## src/hw/rtl/glos_pkg.sv

```systemverilog
package glos_pkg;

  localparam int CoordW = 10;
  localparam int ErrW   = 12;
  localparam int CfgW   = 9;

  localparam logic OPC_WRITE = 1'b0;
  localparam logic OPC_QUERY = 1'b1;

  localparam logic CFG_IDX_WIDTH  = 1'b0;
  localparam logic CFG_IDX_HEIGHT = 1'b1;

  localparam logic [CfgW-1:0] CFG_RESET = 9'd256;

  typedef enum logic [1:0] {
    OUT_CLEAR    = 2'd0,
    OUT_BLOCKED  = 2'd1,
    OUT_OFF_GRID = 2'd2
  } outcome_e;

  typedef enum logic [2:0] {
    ST_CLEAR,
    ST_IDLE,
    ST_DELTA,
    ST_SETUP,
    ST_WALK,
    ST_RESP
  } ctrl_state_e;

  typedef struct packed {
    logic clr;
    logic load;
    logic delta;
    logic setup;
    logic step;
  } glos_cmd_t;

  typedef struct packed {
    logic clr_last;
    logic oob;
    logic more;
    logic hit;
    logic fin;
  } glos_sts_t;

endpackage

```

## src/hw/rtl/glos_ctrl.sv

```systemverilog
module glos_ctrl import glos_pkg::*; (
  input  logic       clk_i,
  input  logic       rst_ni,
  input  logic       s_tvalid_i,
  input  logic       opcode_i,
  output logic       s_tready_o,
  input  logic       m_tready_i,
  output logic       m_tvalid_o,
  output logic [1:0] outcome_o,
  input  glos_sts_t  sts_i,
  output glos_cmd_t  cmd_o
);

  ctrl_state_e state_q, state_d;
  outcome_e    res_q, res_d;
  outcome_e    out_q, out_d;
  logic        mvld_q, mvld_d;
  logic        out_free;

  assign out_free = !mvld_q || m_tready_i;

  always_ff @(posedge clk_i or negedge rst_ni) begin
    if (!rst_ni) begin
      state_q <= ST_CLEAR;
      res_q   <= OUT_CLEAR;
      out_q   <= OUT_CLEAR;
      mvld_q  <= 1'b0;
    end else begin
      state_q <= state_d;
      res_q   <= res_d;
      out_q   <= out_d;
      mvld_q  <= mvld_d;
    end
  end

  always_comb begin
    state_d    = state_q;
    res_d      = res_q;
    out_d      = out_q;
    mvld_d     = mvld_q && !m_tready_i;
    cmd_o      = '0;
    s_tready_o = 1'b0;
    case (state_q)
      ST_CLEAR: begin
        cmd_o.clr = 1'b1;
        if (sts_i.clr_last) begin
          state_d = ST_IDLE;
        end
      end
      ST_IDLE: begin
        s_tready_o = 1'b1;
        if (s_tvalid_i) begin
          cmd_o.load = 1'b1;
          if (opcode_i == OPC_QUERY) begin
            state_d = ST_DELTA;
          end
        end
      end
      ST_DELTA: begin
        cmd_o.delta = 1'b1;
        if (sts_i.oob) begin
          res_d   = OUT_OFF_GRID;
          state_d = ST_RESP;
        end else begin
          state_d = ST_SETUP;
        end
      end
      ST_SETUP: begin
        cmd_o.setup = 1'b1;
        state_d     = ST_WALK;
      end
      ST_WALK: begin
        cmd_o.step = sts_i.more;
        if (sts_i.hit) begin
          res_d   = OUT_BLOCKED;
          state_d = ST_RESP;
        end else if (sts_i.fin) begin
          res_d   = OUT_CLEAR;
          state_d = ST_RESP;
        end
      end
      ST_RESP: begin
        if (out_free) begin
          out_d   = res_q;
          mvld_d  = 1'b1;
          state_d = ST_IDLE;
        end
      end
      default: begin
        state_d = ST_IDLE;
      end
    endcase
  end

  assign m_tvalid_o = mvld_q;
  assign outcome_o  = out_q;

`ifndef NO_ASSERTIONS
  a_query_goes_to_delta: assert property (@(posedge clk_i) disable iff (!rst_ni)
    (state_q == ST_IDLE && s_tvalid_i && opcode_i == OPC_QUERY) |=> state_q == ST_DELTA)
    else $error("query accept did not start the walk");
  a_write_stays_idle: assert property (@(posedge clk_i) disable iff (!rst_ni)
    (state_q == ST_IDLE && s_tvalid_i && opcode_i == OPC_WRITE) |=> state_q == ST_IDLE)
    else $error("write item left idle");
  a_hit_ends_walk: assert property (@(posedge clk_i) disable iff (!rst_ni)
    (state_q == ST_WALK && sts_i.hit) |=> (state_q == ST_RESP && res_q == OUT_BLOCKED))
    else $error("obstacle hit not reported");
  a_resp_loads_output: assert property (@(posedge clk_i) disable iff (!rst_ni)
    (state_q == ST_RESP && out_free) |=> (mvld_q && out_q == $past(res_q)))
    else $error("result not loaded into output stage");
  a_no_accept_in_clear: assert property (@(posedge clk_i) disable iff (!rst_ni)
    (state_q == ST_CLEAR) |-> (!s_tready_o && !cmd_o.load && !cmd_o.step))
    else $error("activity during clearing pass");
`endif

endmodule

```

## config.mk

```make
export PLATFORM = sky130hd
export DESIGN_NAME = glos_ctrl
export DESIGN_NICKNAME = d
export VERILOG_FILES = /design/src/hw/rtl/glos_pkg.sv /design/src/hw/rtl/glos_ctrl.sv
export SDC_FILE = /design/constraint.sdc
export NUM_CORES = 1
export LEC_CHECK = 0
export BUFFER_PORTS_ARGS = -buffer_cell sky130_fd_sc_hd__buf_2
export CAP_MARGIN = 15
export CORE_AREA = 2 2 39 41
export CTS_BUF_LIST = sky130_fd_sc_hd__clkbuf_16
export CTS_CLUSTER_SIZE = 30
export DETAILED_ROUTE_END_ITERATION = 16
export DIE_AREA = 0 0 41 43
export PLACE_DENSITY = 0.63
export REMOVE_ABC_BUFFERS = 1
export SLEW_MARGIN = 15
export SYNTH_ARGS = -nofsm -noshare
export SYNTH_HDL_FRONTEND = slang
export SYNTH_SLANG_ARGS = --single-unit
export TNS_END_PERCENT = 1
```

## constraint.sdc

```tcl
create_clock -name clk_i -period 1.1 [get_ports clk_i]
set_input_delay 0.165 -clock clk_i [delete_from_list [all_inputs] [get_ports clk_i]]
set_output_delay 0.165 -clock clk_i [all_outputs]
set_load 0.03 [all_outputs]
```

==> summary by stage <==
Finish
The number of nets in the finished design is 91. The count of inserted antenna diode cells is 0. The area growth from synthesis to layout is 74.7%. The fraction of layout instances using a drive strength above 1 is 54.4%. The utilization after layout is 56.2%.

Floorplanning
The horizontal die dimension is 41 um. The die height is around 43 um. The floorplan has 14 rows.

The core area is roughly 1400 um^2. The die area is between 1500 and 2000 um^2. For this configuration, the core starts out at a cell density of 32.2%. 19 I/O pins were placed.

Yosys
The average instance in the mapped netlist occupies slightly above 9 um^2. The number of distinct library cell variants in the gate-level netlist after synthesis is 20. The library cell occupying the most area in the post-synthesis netlist is sky130_fd_sc_hd__dfrtp_1.

The cell count after synthesis came out at slightly below 50. The synthesized flop and latch total is 8. The top-area cell type share of the netlist area is around 45%. By area the synthesized netlist is led by sky130_fd_sc_hd__dfrtp_1 45%, sky130_fd_sc_hd__nor2_1 5.9%, sky130_fd_sc_hd__a21oi_1 5.6%, sky130_fd_sc_hd__mux2_1 5.1%, sky130_fd_sc_hd__nand2_1 4.2%. Yosys printed 0 warnings.

The async set-or-reset flop fraction in the synthesized netlist is 100%. The part of the Yosys area used for sequential elements is ~45%. The leading register cell type out of synthesis is sky130_fd_sc_hd__dfrtp_1.

The area of the mapped netlist is 445 um^2. The count of flip-flops with a built-in enable after synthesis is 0.

Worst setup path
The origin of the critical flop-to-flop path is state_q[1]$_DFFE_PN0P_. The logic depth of the worst register-to-register path is 4. The critical path in this run is classified as flop to output pin.

The highest net fanout along the worst path is 4. The end of the worst register-to-register path is outcome_o[0]$_DFFE_PN0P_. In this run the register-to-register setup slack is -140 ps. The startpoint type of the worst setup path is a flop.

Data on the critical path arrives at its endpoint at between 1000 and 1500 ps. The element type at the critical path end is an output pin. For the worst setup path, the data required time is 940 ps.

Outcome
The run finished, with violations left. The final reports fail on negative setup slack.

Clocking
The root cell of the clock tree is sky130_fd_sc_hd__clkbuf_16. The H-tree depth is 1. Clock latency on the worst-skew pair, taken at its later pin, is between 200 and 250 ps. The number of clock buffers added by TritonCTS is 3. Counting every sink on the clock net gives 8. The maximum number of buffers from clock root to sink is 2. The clock tree from TritonCTS is yes. The clock-pin slew of the registers on the worst-case setup and hold paths is 40 ps.

Job
Max-cap violations in this run came to 0.

Routing
After the first detailed-routing iteration, the DRC count stood at 1. The via count of the routed design is 467. The detail route stage leaves a number of antenna-violating nets equal to 0.

After detailed routing, the number of vias per cell comes to 4.92. The post-detailed-routing wire length is around 1200 um. Before antenna repair, the detailed router went through 2 iterations. In the final routed layout, each cell accounts on average for around 13 um.

In the routed design, unresolved DRC markers number 0.

Global route
Across every metal layer, demand over resource in global routing totals about 17%. The wire length of the first global-routing pass is 1940 um. After global routing the overflow that remains totals 0. The number of antenna violations at the first check in global routing is 0. The number of global-route vias before repair is 480. The pin count of the biggest net entering global routing is 9.

Pwr
Summed over all cells, the static leakage comes to 0.371 nW. Summing internal, switching and leakage power gives 0.00257 W. VDD sags by at most 1510 uV.

The areal power density over the cells is 3300 nW/um^2.

Placement
At the end of routability-driven placement, the weighted congestion stood at 0.699. The total of buffers placed on input and output ports is 18. Before CTS, the worst setup slack after placement is -76.1 ps. The HPWL after detailed placement is 806 um.

STA
The smallest clock period supported by the final layout is computed as approximately 1300 ps. The number of hold-slack violations in the final timing report was 0. Derived from the worst setup path, the maximum achievable clock frequency is 758 MHz. Between clock sinks in the finished design, the worst skew comes to 0.835 ps. Setup repair after global routing could not meet its margin everywhere.

Of the available clock period, the critical path in the final layout requires 120%. The count of pins over their slew limit was 0. After layout, the worst setup slack is -220 ps. The setup-violating endpoint count in the final report is 11. For the pin with the worst max-slew slack, the measured transition is slightly above 200 ps. The worst max-slew margin expressed relative to the limit is a little under nine tenths.

Min path
The startpoint identified for the worst hold timing path is sts_i[1]. The tightest min-delay check is of the input pin to flop type. The hold path endpoint is res_q[0]$_DFFE_PN0P_. The worst hold path passes through 3 cells.
registers in the layout, summed over array words and instances (netlist names):
signal      cells
m_tvalid_o      1
res_q           2
outcome_o       2
state_q         3
critical path, cell delays in order, from the launching register on:
cell and delay, ps:
sky130_fd_sc_hd__dfrtp_1 400, sky130_fd_sc_hd__nand2b_4 170, sky130_fd_sc_hd__nor2_4 90, sky130_fd_sc_hd__and2_4 140, sky130_fd_sc_hd__buf_6 120
metal layers:
layer / GRT usage [%] / vias to the layer above / share of wire, %
met5: 0 / - / 0
met4: 10.0 / 0 / 3.0
met3: 7.85 / 4 / 7.4
met2: 26.6 / 21 / 49
met1: 18.0 / 213 / 41
li1: - / 229 / -
synthesized netlist by cell type (2+ instances only):
library cell / number
sky130_fd_sc_hd__nor2_1: 7
sky130_fd_sc_hd__dfrtp_1: 8
sky130_fd_sc_hd__nand3b_1: 2
sky130_fd_sc_hd__inv_1: 2
sky130_fd_sc_hd__mux2_1: 2
sky130_fd_sc_hd__a21oi_1: 5
sky130_fd_sc_hd__buf_2: 2
sky130_fd_sc_hd__nand2_1: 5
sky130_fd_sc_hd__o21ai_0: 2
sky130_fd_sc_hd__nand2b_1: 3
sky130_fd_sc_hd__nor3_1: 2
report_power, final:
group	total (W)	internal [W]	switching [W]
logic	0.00140	0.000675	0.000729
clock network	0.000613	0.000469	0.000144
registers	0.000554	0.000434	0.000120
total	0.00257	0.00158	0.000993
cells in the final DEF (no fill, tap or decap):
cell,netlist,routed
sky130_fd_sc_hd__nand4_1,1,1
sky130_fd_sc_hd__buf_2,2,13
sky130_fd_sc_hd__nand2_1,5,5
sky130_fd_sc_hd__and3b_1,1,1
sky130_fd_sc_hd__dlygate4sd3_1,0,1
sky130_fd_sc_hd__buf_4,0,9
sky130_fd_sc_hd__nor2b_4,1,1
sky130_fd_sc_hd__nand2b_4,0,1
sky130_fd_sc_hd__nand2b_1,3,2
sky130_fd_sc_hd__nand3b_1,2,2
sky130_fd_sc_hd__mux2_1,2,2
sky130_fd_sc_hd__inv_1,2,1
sky130_fd_sc_hd__dfrtp_1,8,6
sky130_fd_sc_hd__inv_2,0,1
sky130_fd_sc_hd__nor2_4,0,2
sky130_fd_sc_hd__o21ai_1,0,2
sky130_fd_sc_hd__nor3_2,0,2
sky130_fd_sc_hd__a21oi_1,5,5
sky130_fd_sc_hd__dfrtp_2,0,2
sky130_fd_sc_hd__clkbuf_16,0,3
sky130_fd_sc_hd__o22ai_1,1,1
sky130_fd_sc_hd__a22o_1,1,1
sky130_fd_sc_hd__nand3_2,1,1
sky130_fd_sc_hd__buf_6,1,7
sky130_fd_sc_hd__nor2_1,7,5
sky130_fd_sc_hd__and2_4,0,1
sky130_fd_sc_hd__o32a_1,1,1
worst max path at each step:
stage,to,cells after the start,start
detailed placement,cmd_o[1],4,state_q[1]$_DFFE_PN0P_
finish,cmd_o[3],4,state_q[2]$_DFFE_PN0P_
global route,cmd_o[3],4,state_q[2]$_DFFE_PN0P_
CTS,cmd_o[3],4,state_q[2]$_DFFE_PN0P_
floorplan,cmd_o[3],3,state_q[2]$_DFFE_PN0P_
global placement,cmd_o[1],4,state_q[1]$_DFFE_PN0P_
cell families after synthesis:
group | synth area share [%]
flops | 44.9
mux | 5.06
compound gates | 13.5
buf+inv | 6.46
simple gates | 30.1
cell type report:
type,instances,area [um^2]
Tap cell,16,20.0
Clock buffer,3,75.1
Inverter,2,7.51
Multi-Input combinational cell,36,251
Timing Repair Buffer,30,221
Sequential cell,8,203
Fill cell,127,606
what timing repair did:
item,4_1_cts,5_1_grt
setup buffers,3,0
resized for setup,20,5
hold endpoints to repair,8,0
pin swaps,7,3
hold buffers,1,0
setup endpoints to repair,10,13
through the flow:
step                hold WS, ps  area (um^2)  instances  TNS (ps)
floorplan                  -131          424         46     -1810
global placement           19.4          594         88      -306
detailed placement         22.0          594         88      -401
CTS                         200          773         95     -1750
global route                218          778         95     -2110
finish                      206          778         95     -1650
Power figures use the tool's default switching activity.
